### src/rtl/stst_pkg.sv
package stst_pkg;

  // Field widths of the beats on both channels
  localparam int FIELD_W   = 16;
  localparam int WIDE_W    = 24;
  localparam int FRAC_BITS = 8;

  typedef enum logic [1:0] {
    ST_OK      = 2'd0,
    ST_EMPTY   = 2'd1,
    ST_DROPPED = 2'd2
  } status_t;

  typedef struct packed {
    logic                      mode;
    logic signed [FIELD_W-1:0] sample;
  } stst_in_t;

  typedef struct packed {
    status_t                   status;
    logic signed [FIELD_W-1:0] minimum;
    logic signed [FIELD_W-1:0] maximum;
    logic signed [WIDE_W-1:0]  mean_value;
    logic        [WIDE_W-1:0]  deviation;
    logic        [FIELD_W-1:0] sample_count;
  } stst_out_t;

endpackage

### src/rtl/stst_accum.sv
module stst_accum #(
  parameter int SAMPLE_BITS = 16,
  parameter int COUNT_BITS  = 16
) (
  input  logic                                    clk,
  input  logic                                    rst_n,
  input  logic                                    add_en,
  input  logic [stst_pkg::FIELD_W-1:0]            sample_bits,
  output logic signed [SAMPLE_BITS-1:0]           min_val,
  output logic signed [SAMPLE_BITS-1:0]           max_val,
  output logic signed [SAMPLE_BITS+COUNT_BITS-1:0] sum_val,
  output logic [2*SAMPLE_BITS+COUNT_BITS-3:0]     sumsq_val,
  output logic [COUNT_BITS-1:0]                   count_val,
  output logic                                    overflow
);

  localparam int SUM_W  = SAMPLE_BITS + COUNT_BITS;
  localparam int SQ_W   = 2*SAMPLE_BITS + COUNT_BITS - 2;
  localparam int PROD_W = 2*SAMPLE_BITS - 1;
  localparam int RAW_W  = SAMPLE_BITS + stst_pkg::FIELD_W;

  logic [RAW_W-1:0]                raw_ext;
  logic signed [SAMPLE_BITS-1:0]   smp;
  logic signed [2*SAMPLE_BITS-1:0] prod;
  logic                            full;
  logic                            take;

  logic signed [SAMPLE_BITS-1:0]   min_r;
  logic signed [SAMPLE_BITS-1:0]   max_r;
  logic signed [SUM_W-1:0]         sum_r;
  logic [SQ_W-1:0]                 sumsq_r;
  logic [COUNT_BITS-1:0]           count_r;
  logic                            overflow_r;
  logic [PROD_W-1:0]               sq_r;
  logic                            sq_vld_r;

  // Take the low SAMPLE_BITS of the field as a two's complement value
  assign raw_ext = {SAMPLE_BITS'(0), sample_bits};
  assign smp     = $signed(raw_ext[SAMPLE_BITS-1:0]);
  assign prod    = smp * smp;
  assign full    = &count_r;
  assign take    = add_en && !full;

  // Fold the sample in; the square joins the sum of squares in the cycle after
  always_ff @(posedge clk) begin
    if (!rst_n) begin
      min_r      <= {1'b0, {(SAMPLE_BITS-1){1'b1}}};
      max_r      <= {1'b1, {(SAMPLE_BITS-1){1'b0}}};
      sum_r      <= '0;
      sumsq_r    <= '0;
      count_r    <= '0;
      overflow_r <= 1'b0;
      sq_vld_r   <= 1'b0;
    end else begin
      sq_vld_r <= take;
      if (take) begin
        if (smp < min_r) min_r <= smp;
        if (smp > max_r) max_r <= smp;
        sum_r   <= sum_r + SUM_W'(smp);
        count_r <= count_r + COUNT_BITS'(1);
      end
      if (add_en && full) overflow_r <= 1'b1;
      if (sq_vld_r) sumsq_r <= sumsq_r + SQ_W'(sq_r);
    end
  end

  // Hold the square of the accepted sample
  always_ff @(posedge clk) begin
    if (take) sq_r <= prod[PROD_W-1:0];
  end

  assign min_val   = min_r;
  assign max_val   = max_r;
  assign sum_val   = sum_r;
  assign sumsq_val = sumsq_r;
  assign count_val = count_r;
  assign overflow  = overflow_r;

endmodule

### src/rtl/stst_eval.sv
module stst_eval #(
  parameter int SAMPLE_BITS = 16,
  parameter int COUNT_BITS  = 16
) (
  input  logic                                     clk,
  input  logic                                     rst_n,
  input  logic                                     start,
  input  logic [COUNT_BITS-1:0]                    n,
  input  logic signed [SAMPLE_BITS+COUNT_BITS-1:0] sum,
  input  logic [2*SAMPLE_BITS+COUNT_BITS-3:0]      sumsq,
  output logic                                     busy,
  output logic                                     done,
  output logic [stst_pkg::WIDE_W-1:0]              mean_out,
  output logic [stst_pkg::WIDE_W-1:0]              dev_out
);

  localparam int FRAC   = stst_pkg::FRAC_BITS;
  localparam int OUT_W  = stst_pkg::WIDE_W;
  localparam int SUM_W  = SAMPLE_BITS + COUNT_BITS;
  localparam int MAG_W  = SUM_W - 1;
  localparam int SQ_W   = 2*SAMPLE_BITS + COUNT_BITS - 2;
  localparam int NUM_W  = 2*MAG_W;
  localparam int ACC_W  = NUM_W + 1;
  localparam int LO_W   = 2*FRAC;
  localparam int RAD_W  = NUM_W + LO_W;
  localparam int ROOT_W = RAD_W / 2;
  localparam int DIV_W  = MAG_W + FRAC;
  localparam int SREM_W = ROOT_W + 1;
  localparam int STRY_W = ROOT_W + 3;
  localparam int CNT_W  = $clog2(DIV_W + 1);

  typedef enum logic [6:0] {
    S_IDLE = 7'b0000001,
    S_DIVM = 7'b0000010,
    S_MULN = 7'b0000100,
    S_MULM = 7'b0001000,
    S_SQRT = 7'b0010000,
    S_DIVD = 7'b0100000,
    S_DONE = 7'b1000000
  } state_t;

  state_t               state_r;
  state_t               state_nxt;
  logic [CNT_W-1:0]     cnt_r;
  logic                 last;

  logic                 sum_neg;
  logic [SUM_W-1:0]     sum_abs;
  logic [MAG_W-1:0]     mag;
  logic                 neg_r;

  logic [DIV_W-1:0]     dvd_r;
  logic [COUNT_BITS-1:0] rem_r;
  logic [COUNT_BITS:0]  div_try;
  logic                 div_ge;
  logic [COUNT_BITS:0]  div_rem;
  logic [DIV_W-1:0]     dvd_step;
  logic [DIV_W-1:0]     mean_q_r;

  logic [ACC_W-1:0]     acc_r;
  logic [NUM_W-1:0]     mc_r;
  logic [MAG_W-1:0]     mp_r;
  logic [ACC_W-1:0]     acc_plus;
  logic [ACC_W-1:0]     acc_minus;
  logic [ACC_W-1:0]     acc_mm;
  logic [NUM_W-1:0]     num_pos;

  logic [RAD_W-1:0]     rad_r;
  logic [ROOT_W-1:0]    root_r;
  logic [SREM_W-1:0]    srem_r;
  logic [STRY_W-1:0]    sq_try;
  logic [STRY_W-1:0]    sq_trial;
  logic                 sq_ge;
  logic [STRY_W-1:0]    sq_rem;
  logic [ROOT_W-1:0]    root_step;

  logic [DIV_W+OUT_W-1:0] mq_ext;
  logic [DIV_W+OUT_W-1:0] mq_sgn;
  logic [DIV_W+OUT_W-1:0] dq_ext;

  assign last = (cnt_r == CNT_W'(1));

  // Magnitude and sign of the running sum
  assign sum_neg = sum[SUM_W-1];
  assign sum_abs = sum_neg ? (SUM_W'(0) - $unsigned(sum)) : $unsigned(sum);
  assign mag     = sum_abs[MAG_W-1:0];

  // One restoring divide step by the sample count
  assign div_try  = {rem_r, dvd_r[DIV_W-1]};
  assign div_ge   = (div_try >= {1'b0, n});
  assign div_rem  = div_ge ? (div_try - {1'b0, n}) : div_try;
  assign dvd_step = {dvd_r[DIV_W-2:0], div_ge};

  // One shift-add step of n*sumsq - mag*mag
  assign acc_plus  = acc_r + ACC_W'(mc_r);
  assign acc_minus = acc_r - ACC_W'(mc_r);
  assign acc_mm    = mp_r[0] ? acc_minus : acc_r;
  assign num_pos   = acc_mm[NUM_W] ? NUM_W'(0) : acc_mm[NUM_W-1:0];

  // One root bit per step from two radicand bits
  assign sq_try    = {srem_r, rad_r[RAD_W-1 -: 2]};
  assign sq_trial  = {1'b0, root_r, 2'b01};
  assign sq_ge     = (sq_try >= sq_trial);
  assign sq_rem    = sq_ge ? (sq_try - sq_trial) : sq_try;
  assign root_step = {root_r[ROOT_W-2:0], sq_ge};

  // Sequence the phases
  always_comb begin
    state_nxt = state_r;
    unique case (state_r)
      S_IDLE: if (start) state_nxt = (n == COUNT_BITS'(0)) ? S_DONE : S_DIVM;
      S_DIVM: if (last) state_nxt = S_MULN;
      S_MULN: if (last) state_nxt = S_MULM;
      S_MULM: if (last) state_nxt = S_SQRT;
      S_SQRT: if (last) state_nxt = S_DIVD;
      S_DIVD: if (last) state_nxt = S_DONE;
      S_DONE: state_nxt = S_IDLE;
      default: state_nxt = S_IDLE;
    endcase
  end

  always_ff @(posedge clk) begin
    if (!rst_n) begin
      state_r <= S_IDLE;
    end else begin
      state_r <= state_nxt;
    end
  end

  // Advance the serial datapath
  always_ff @(posedge clk) begin
    unique case (state_r)
      S_IDLE: begin
        if (start) begin
          neg_r <= sum_neg;
          dvd_r <= {mag, FRAC'(0)};
          rem_r <= '0;
          cnt_r <= CNT_W'(DIV_W);
        end
      end
      S_DIVM: begin
        dvd_r <= dvd_step;
        rem_r <= div_rem[COUNT_BITS-1:0];
        cnt_r <= cnt_r - CNT_W'(1);
        if (last) begin
          mean_q_r <= dvd_step;
          acc_r    <= '0;
          mc_r     <= NUM_W'(sumsq);
          mp_r     <= MAG_W'(n);
          cnt_r    <= CNT_W'(COUNT_BITS);
        end
      end
      S_MULN: begin
        acc_r <= mp_r[0] ? acc_plus : acc_r;
        mc_r  <= {mc_r[NUM_W-2:0], 1'b0};
        mp_r  <= {1'b0, mp_r[MAG_W-1:1]};
        cnt_r <= cnt_r - CNT_W'(1);
        if (last) begin
          mc_r  <= NUM_W'(mag);
          mp_r  <= mag;
          cnt_r <= CNT_W'(MAG_W);
        end
      end
      S_MULM: begin
        acc_r <= acc_mm;
        mc_r  <= {mc_r[NUM_W-2:0], 1'b0};
        mp_r  <= {1'b0, mp_r[MAG_W-1:1]};
        cnt_r <= cnt_r - CNT_W'(1);
        if (last) begin
          rad_r  <= {num_pos, LO_W'(0)};
          root_r <= '0;
          srem_r <= '0;
          cnt_r  <= CNT_W'(ROOT_W);
        end
      end
      S_SQRT: begin
        rad_r  <= {rad_r[RAD_W-3:0], 2'b00};
        root_r <= root_step;
        srem_r <= sq_rem[SREM_W-1:0];
        cnt_r  <= cnt_r - CNT_W'(1);
        if (last) begin
          dvd_r <= DIV_W'(root_step);
          rem_r <= '0;
          cnt_r <= CNT_W'(DIV_W);
        end
      end
      S_DIVD: begin
        dvd_r <= dvd_step;
        rem_r <= div_rem[COUNT_BITS-1:0];
        cnt_r <= cnt_r - CNT_W'(1);
      end
      S_DONE: begin
        cnt_r <= cnt_r;
      end
      default: begin
        cnt_r <= cnt_r;
      end
    endcase
  end

  // Apply the sign to the mean and trim both to the result width
  assign mq_ext   = {OUT_W'(0), mean_q_r};
  assign mq_sgn   = neg_r ? ((DIV_W+OUT_W)'(0) - mq_ext) : mq_ext;
  assign dq_ext   = {OUT_W'(0), dvd_r};
  assign mean_out = mq_sgn[OUT_W-1:0];
  assign dev_out  = dq_ext[OUT_W-1:0];

  assign busy = (state_r != S_IDLE);
  assign done = (state_r == S_DONE);

endmodule

### src/rtl/stream_statistics.sv
// Add beats (mode 0) are taken one per cycle unless an evaluate is running; the square joins
// the sum of squares in the cycle after. An evaluate beat holds the input while the bit-serial
// divider (twice), shift-add multiplier and square root run, then the result sits in the output
// register. With no samples the evaluator skips straight to done and loads the output register.
// Synchronous active-low reset clears min/max to their extremes, sums, count, overflow flag
// and the output valid.
module stream_statistics #(
  parameter int SAMPLE_BITS = 16,
  parameter int COUNT_BITS  = 16
) (
  input  logic                clk,
  input  logic                rst_n,
  input  logic                in_valid,
  output logic                in_stall,
  input  stst_pkg::stst_in_t  in_data,
  output logic                out_valid,
  input  logic                out_stall,
  output stst_pkg::stst_out_t out_data
);

  localparam int SUM_W = SAMPLE_BITS + COUNT_BITS;
  localparam int SQ_W  = 2*SAMPLE_BITS + COUNT_BITS - 2;
  localparam int FW    = stst_pkg::FIELD_W;

  logic                          in_take;
  logic                          add_en;
  logic                          eval_start;
  logic signed [SAMPLE_BITS-1:0] min_val;
  logic signed [SAMPLE_BITS-1:0] max_val;
  logic signed [SUM_W-1:0]       sum_val;
  logic [SQ_W-1:0]               sumsq_val;
  logic [COUNT_BITS-1:0]         count_val;
  logic                          overflow;
  logic                          eval_busy;
  logic                          eval_done;
  logic [stst_pkg::WIDE_W-1:0]   mean_w;
  logic [stst_pkg::WIDE_W-1:0]   dev_w;

  logic signed [SAMPLE_BITS+FW-1:0] min_ext;
  logic signed [SAMPLE_BITS+FW-1:0] max_ext;
  logic [COUNT_BITS+FW-1:0]         cnt_ext;
  logic                             empty;
  stst_pkg::stst_out_t              res;

  logic                out_valid_r;
  stst_pkg::stst_out_t out_data_r;

  // Hold input while evaluating, and hold a new evaluate while a result waits
  assign in_stall   = eval_busy || (in_data.mode && out_valid_r);
  assign in_take    = in_valid && !in_stall;
  assign add_en     = in_take && !in_data.mode;
  assign eval_start = in_take && in_data.mode;

  stst_accum #(
    .SAMPLE_BITS (SAMPLE_BITS),
    .COUNT_BITS  (COUNT_BITS)
  ) u_accum (
    .clk         (clk),
    .rst_n       (rst_n),
    .add_en      (add_en),
    .sample_bits (in_data.sample),
    .min_val     (min_val),
    .max_val     (max_val),
    .sum_val     (sum_val),
    .sumsq_val   (sumsq_val),
    .count_val   (count_val),
    .overflow    (overflow)
  );

  stst_eval #(
    .SAMPLE_BITS (SAMPLE_BITS),
    .COUNT_BITS  (COUNT_BITS)
  ) u_eval (
    .clk      (clk),
    .rst_n    (rst_n),
    .start    (eval_start),
    .n        (count_val),
    .sum      (sum_val),
    .sumsq    (sumsq_val),
    .busy     (eval_busy),
    .done     (eval_done),
    .mean_out (mean_w),
    .dev_out  (dev_w)
  );

  // Assemble the result beat
  assign min_ext = (SAMPLE_BITS+FW)'(min_val);
  assign max_ext = (SAMPLE_BITS+FW)'(max_val);
  assign cnt_ext = {FW'(0), count_val};
  assign empty   = (count_val == COUNT_BITS'(0));

  always_comb begin
    if (empty) begin
      res.status       = stst_pkg::ST_EMPTY;
      res.minimum      = '0;
      res.maximum      = '0;
      res.mean_value   = '0;
      res.deviation    = '0;
      res.sample_count = '0;
    end else begin
      res.status       = overflow ? stst_pkg::ST_DROPPED : stst_pkg::ST_OK;
      res.minimum      = min_ext[FW-1:0];
      res.maximum      = max_ext[FW-1:0];
      res.mean_value   = mean_w;
      res.deviation    = dev_w;
      res.sample_count = cnt_ext[FW-1:0];
    end
  end

  // Output register: load on done, drop once taken
  always_ff @(posedge clk) begin
    if (!rst_n) begin
      out_valid_r <= 1'b0;
    end else if (eval_done) begin
      out_valid_r <= 1'b1;
    end else if (out_valid_r && !out_stall) begin
      out_valid_r <= 1'b0;
    end
  end

  always_ff @(posedge clk) begin
    if (eval_done) out_data_r <= res;
  end

  assign out_valid = out_valid_r;
  assign out_data  = out_data_r;

endmodule

### config.mk
export PLATFORM = sky130hd
export DESIGN_NAME = stream_statistics
export DESIGN_NICKNAME = d
export VERILOG_FILES = /design/src/rtl/stst_pkg.sv /design/src/rtl/stst_accum.sv /design/src/rtl/stst_eval.sv /design/src/rtl/stream_statistics.sv
export SDC_FILE = /design/constraint.sdc
export NUM_CORES = 2
export LEC_CHECK = 0
export ABC_AREA = 0
export BUFFER_PORTS_ARGS = -buffer_cell sky130_fd_sc_hd__buf_2
export CORE_ASPECT_RATIO = 0.8
export CORE_MARGIN = 1.5
export CORE_UTILIZATION = 65
export DETAILED_ROUTE_END_ITERATION = 10
export GPL_TIMING_DRIVEN = 0
export PLACE_DENSITY = 0.82
export SETUP_SLACK_MARGIN = 0.5
export SYNTH_ARGS = -nofsm -noshare
export SYNTH_HDL_FRONTEND = slang
export SYNTH_SLANG_ARGS = --single-unit
### constraint.sdc
create_clock -name clk -period 33.1 [get_ports clk]
set_input_delay 6.62 -clock clk [delete_from_list [all_inputs] [get_ports clk]]
set_output_delay 6.62 -clock clk [all_outputs]
set_load 0.05 [all_outputs]
# == After elaboration in Yosys (flattened, before gate mapping) ==
# Cells that the tools add are included.
# op_classes
reduce_logical,31
muxes,43
addsub,10
multipliers,1
n_eq_ne,16
order_cmp,4
# op_table
operator,count
two-way mux 63 bit,3
case mux 63 bit (3 select lines),1
two-way mux 62 bit,3
case mux 62 bit (3 select lines),1
case mux 78 bit (2 select lines),1
two-way mux 39 bit,3
case mux 39 bit (3 select lines),1
two-way mux 31 bit,3
case mux 31 bit (3 select lines),1
two-way mux 40 bit,2
case mux 40 bit (2 select lines),1
two-way mux 78 bit,1
case mux 39 bit (2 select lines),1
adder 63 x 62 -> 63 bit,1
subtractor 63 x 62 -> 63 bit,1
two-way mux 7 bit,7
two-way mux 16 bit,3
case mux 16 bit (3 select lines),1
adder 46 x 31 -> 46 bit,1
greater-or-equal comparator 42 x 41 -> 1 bit,1
case mux 7 bit (6 select lines),1
subtractor 40 bit,1
adder 32 x 16 -> 32 bit,1
multiplier 16 x 16 -> 31 bit,1
other kinds (36),64
# totals
register_bits,664
out_inout_bits,100
input_bits,21
elab_cells,132

# == Depth between registers and ports, before layout ==
# logic_depth
depth_word,7
ltp_mapped,26
ltp_nobuf,25

# == Modules after synthesis ==
# Synthesis repeated with hierarchy kept, for this count alone.
# hier_totals
hier_cells,5401
hier_area_um2,51096.5
# modules_own_cells
mod,instances,area_each_um2,cells_each,seq_area_each_um2
stst_eval,1,27786.6,2923,11641.2
stst_accum,1,18818.0,2158,3463.3
stream_statistics,1,4491.8,320,2962.8

# == Least setup slack after synthesis ==
# Ideal clock, no wire load.
# synth_path
path_kind,input-to-output
from,input in_data[16] in the netlist's numbering
to,output in_stall
required_time_ns,26.480
arrival_time_ns,7.052
path_buffers,0
path_slack_ns,19.428
cell_stages,2
cell_sequence,nand2_1 > nand2_1
# synth_via
elab_chain_len,2
# synth_rtl
element,line,source
from (decl),stream_statistics.sv:15,"input stst_pkg::stst_in_t in_data,"
logical AND 1 bit,stream_statistics.sv:49,assign in_stall = eval_busy || (in_data.mode && out_valid_r);
logical OR 1 bit,stream_statistics.sv:49,
to (decl),stream_statistics.sv:14,"output logic in_stall,"
# No other way between the ends.

# == Final worst setup path ==
# layout_path
from,input in_data[15] in the netlist's numbering
to,register u_accum.sq_r[30] (data pin)
# layout_via
elab_chain_len,1
# layout_rtl
element,line,source
multiplier 16 x 16 -> 31 bit,stst_accum.sv:40,assign prod = smp * smp;
via u_accum.prod[30],stst_accum.sv:24,logic signed [2*SAMPLE_BITS-1:0] prod;
to (signal assigned),stst_accum.sv:69,if (take) sq_r <= prod[PROD_W-1:0];
to (decl),stst_accum.sv:34,logic [PROD_W-1:0] sq_r;
# The timed path passes the listed nets, and every way through them passes these cells.
# A chain may end at the register's enable or synchronous reset.

==> impl_metrics.tcl <==
set metrics [dict create \
    synthArstFlopShare_pct 0 \
    core.rowCount 91 \
    drv_cap 1 \
    cts_buffers 70 \
    antenna_found_initial 2 \
    antenna_left 0 \
    hold_end "u_accum.min_val[15]" \
    place.gp.congestion 1.02 \
    worst-path-buf-inv 7 \
    max_freq_ghz 0.0714 \
    timing.final.crit_share_pct 42.3 \
    cellLeakagePower_nw 23.8 \
    layout_setup_ws_ns 19.09 \
    tightest_slew_ns 1.53 \
    crit_family "adder cells" \
    hold_class "register to register" \
    grt_max_degree 61 \
    rsz0062_at_grt "false" \
    yosysSeqAreaShare_pct 35.7 \
    r2r-start "u_eval.mc_r[16]" \
    syn_nets 5973 \
    wire_per_inst_um 22.6 \
    grt_pass1_wl_mm 232 \
    ys_seq_elements 647 \
    holdWs_ns 0.469 \
    cp_max_fo 21 \
    start_util_pct 65.6 \
    crit_required_ns 33.46 \
    die_w_um 315 \
    cts_resized 0 \
    slowest_delay_ns 0.60 \
    die_y_um 252 \
    dieArea_sq_mm 0.0795 \
    vias 42715 \
    vias_per_cell 6.43 \
    status "complete, but fails checks" \
    synth_cells 5349 \
    reg2reg_slack_ns 28.06 \
    dr.pass1.iters 7 \
    route.detailed.drc 0 \
    powerDensity_mw_per_mm2 75.6 \
    clkTransAtPathRegs_ns 0.06 \
    cts_root_buffer "clkbuf_16" \
    tns_ns 0 \
    top_level_ports 121 \
    layout_min_cycle_time_ns 14.01 \
    post_cts_buffers 0 \
    hold_path.startpoint "u_accum.min_val[15]" \
    setup_violations 0 \
    cts_tree "built" \
    crit_chain "buf_2, clkbuf_1, clkinv_1, nor2_1, fa_1, inv_1, fa_1, inv_1, fa_1, fa_1, fa_1, inv_1, fa_1, inv_1, ha_1, a21o_1, a21o_1, a21o_1, a41o_1, a221oi_1, o21bai_1, xnor2_1" \
    finalMaxSlewViolations 10 \
    skew_ns 0.0372 \
    r2r_cells 12 \
    vdd_drop_max_uv 353 \
    crit_arrival_ns 14.37 \
    first_iter_violations 5486 \
    reg2reg_to "u_eval.acc_r[62]" \
    coreArea_sq_mm 0.0771 \
    syn_avg_cell_area_sq_um 9.45 \
    synth_edf_count 511 \
    grt_pass1_vias 40632 \
    ys_types 97 \
    max_slew_margin_pct -2.57 \
    crit_type "input port to register" \
    fin_util_pct 71.5 \
    hold_violations 0 \
    grt-ovfl-total 0 \
    fillers 5638 \
    hold_path_depth 2 \
    port_buffers 119 \
    final_layout_size_suffix_gt1_share_pct 6.15 \
    routed_wl_mm 150 \
    dpl.hpwl_mm 116 \
    synth_area_sq_mm 0.0506 \
    synth_ff_type "edfxtp_1" \
    area_delta_synth_final_pct 9.05 \
    violations "max-capacitance violations, max-slew violations" \
    yosysWarnings 0 \
    insertion_delay_ns 0.65 \
    worstSetupEndpointType "register" \
    worst_path_max_delay_cell "clkbuf_1" \
    place_ws_ns 18.43 \
    grt_use_total_pct 37.7 \
    clk_path_buf_depth 3 \
    fin_nets 6180 \
    start_kind "input port" \
    path_common_cell "fa_1" \
    postCtsHoldBufs 0 \
    htreeDepth 3 \
    clock-sinks 647 \
]
## placed cells by master, fill, tap and decap left out, drive strengths merged, types with 44 or more instances in the layout
cell type  synthesis  layout
xor2              87      87
a221o             45      45
nor2b             44      44
o22ai             61      61
dfxtp            136     136
and2              81      81
nand4             56      56
mux2i            142     142
a21oi            327     327
nor3              83      83
nor2             528     528
inv              606     615
a21o             150     150
o21bai            52      52
ha               369     369
nand3             86      86
buf               52     187
xnor2            234     234
edfxtp           511     511
clkbuf           196     283
o31ai             93      93
fa               234     234
o21ai            200     200
nand2            386     386
## synth_stat cells (16+ instances only)
cell type	instances	area share (%)
a211oi_1	41	0.61
a21boi_0	18	0.27
a21o_1	150	2.2
a21oi_1	327	3.2
a221o_1	45	0.89
a31oi_1	33	0.41
and2_1	81	1.0
and3_1	35	0.43
buf_1	20	0.15
buf_2	28	0.28
clkbuf_1	196	1.5
dfxtp_1	136	5.4
edfxtp_1	511	30
fa_1	234	9.3
ha_1	369	9.1
inv_1	605	4.5
mux2i_1	141	2.8
nand2_1	386	2.9
nand2b_1	39	0.48
nand3_1	86	0.85
nand4_1	56	0.69
nand4b_1	18	0.31
nor2_1	528	3.9
nor2b_1	44	0.54
nor3_1	83	0.82
nor4_1	36	0.45
o211ai_1	40	0.59
o21a_1	37	0.55
o21ai_0	189	1.9
o21bai_1	52	0.77
o22ai_1	61	0.75
o31ai_1	91	1.4
o41ai_1	17	0.29
or3_1	38	0.47
or4_1	16	0.24
xnor2_1	233	4.0
xor2_1	87	1.5
## worst max-delay path by stage
| stage | from | endpoint | slack, ns | depth (start not counted) |
|---|---|---|---|---|
| finish | in_data[15] | u_accum.sq_r[30] | 19.09 | 22 |
| global route | in_data[15] | u_accum.sq_r[30] | 18.69 | 22 |
| CTS | in_data[15] | u_accum.sq_r[30] | 19.06 | 22 |
| detailed placement | in_data[15] | u_accum.sq_r[30] | 18.43 | 22 |
| global placement | u_eval.state_r[6] | u_eval.acc_r[26] | 14.43 | 6 |
| floorplan | in_data[16] | in_stall | 19.43 | 2 |
## worst min-delay path, stage by stage (launching register included)
cell	delay (ns)
dfxtp_1	0.31
nand2_1	0.06
mux2i_1	0.05
## flip-flops by register name, summed over array words and instances, names as in the netlist, 6 cells and up
register           flops
u_accum.min_val       16
out_data              98
u_accum.max_val       16
u_eval.mean_q_r       24
u_eval.dvd_r          39
u_eval.rem_r          16
u_accum.count_val     16
u_eval.mp_r           31
u_eval.state_r         7
u_eval.rad_r          62
u_eval.root_r         39
u_accum.sq_r          30
u_eval.mc_r           62
u_eval.srem_r         40
u_eval.acc_r          63
u_accum.sum_val       32
u_eval.cnt_r           6
u_accum.sumsq_val     46
## cell families (layout without fill, tap and decap cells)
| family | count (synthesis) | count (layout) | synth area share [%] |
|---|---|---|---|
| buf+inv | 863 | 1128 | 6.51 |
| flops | 647 | 647 | 35.7 |
| compound gates | 1264 | 1264 | 16.8 |
| simple gates | 1508 | 1508 | 14.1 |
| mux | 143 | 143 | 2.86 |
| fa+ha+maj | 603 | 603 | 18.4 |
| xor+xnor | 321 | 321 | 5.58 |
| other cells | 0 | 3 | 0 |
## routing by layer
| metal | part of all wire (%) | vias up | GRT usage (%) |
|---|---|---|---|
| met5 | 0.0073 | - | 0 |
| met4 | 3.5 | 2 | 12.5 |
| met3 | 13 | 351 | 8.30 |
| met2 | 42 | 2505 | 55.0 |
| met1 | 42 | 20603 | 55.6 |
| li1 | - | 19254 | - |
## metrics by stage
step                      instances  power [mW]  cell area (sq um)
after detailed placement       6506        3.36              52800
after global routing           6638        4.48              55100
final                          6640        4.17              55100
after CTS                      6636        4.15              55100
after global placement         6491        3.29              52400
after floorplan                5349        2.83              50600
## power by group
part / internal, mW / total (mW) / switching, mW
Combinational: 0.922 / 2.22 / 1.30
Sequential: 1.08 / 1.14 / 0.0634
Clock: 0.436 / 0.798 / 0.361
Total: 2.44 / 4.17 / 1.73
## cell type report
class	count	area, sq um	share of cell area, %
multi-input combinational	3839	29300	53.1
sequential	647	18100	32.8
clock buffer	87	1910	3.46
tap	1023	1280	2.32
timing repair buffer	135	926	1.68
buffer	248	986	1.79
inverter	615	2310	4.19
antenna	3	7.51	0.0136
clock inverter	43	403	0.731
No activity file was read; power rests on OpenSTA's default activity.
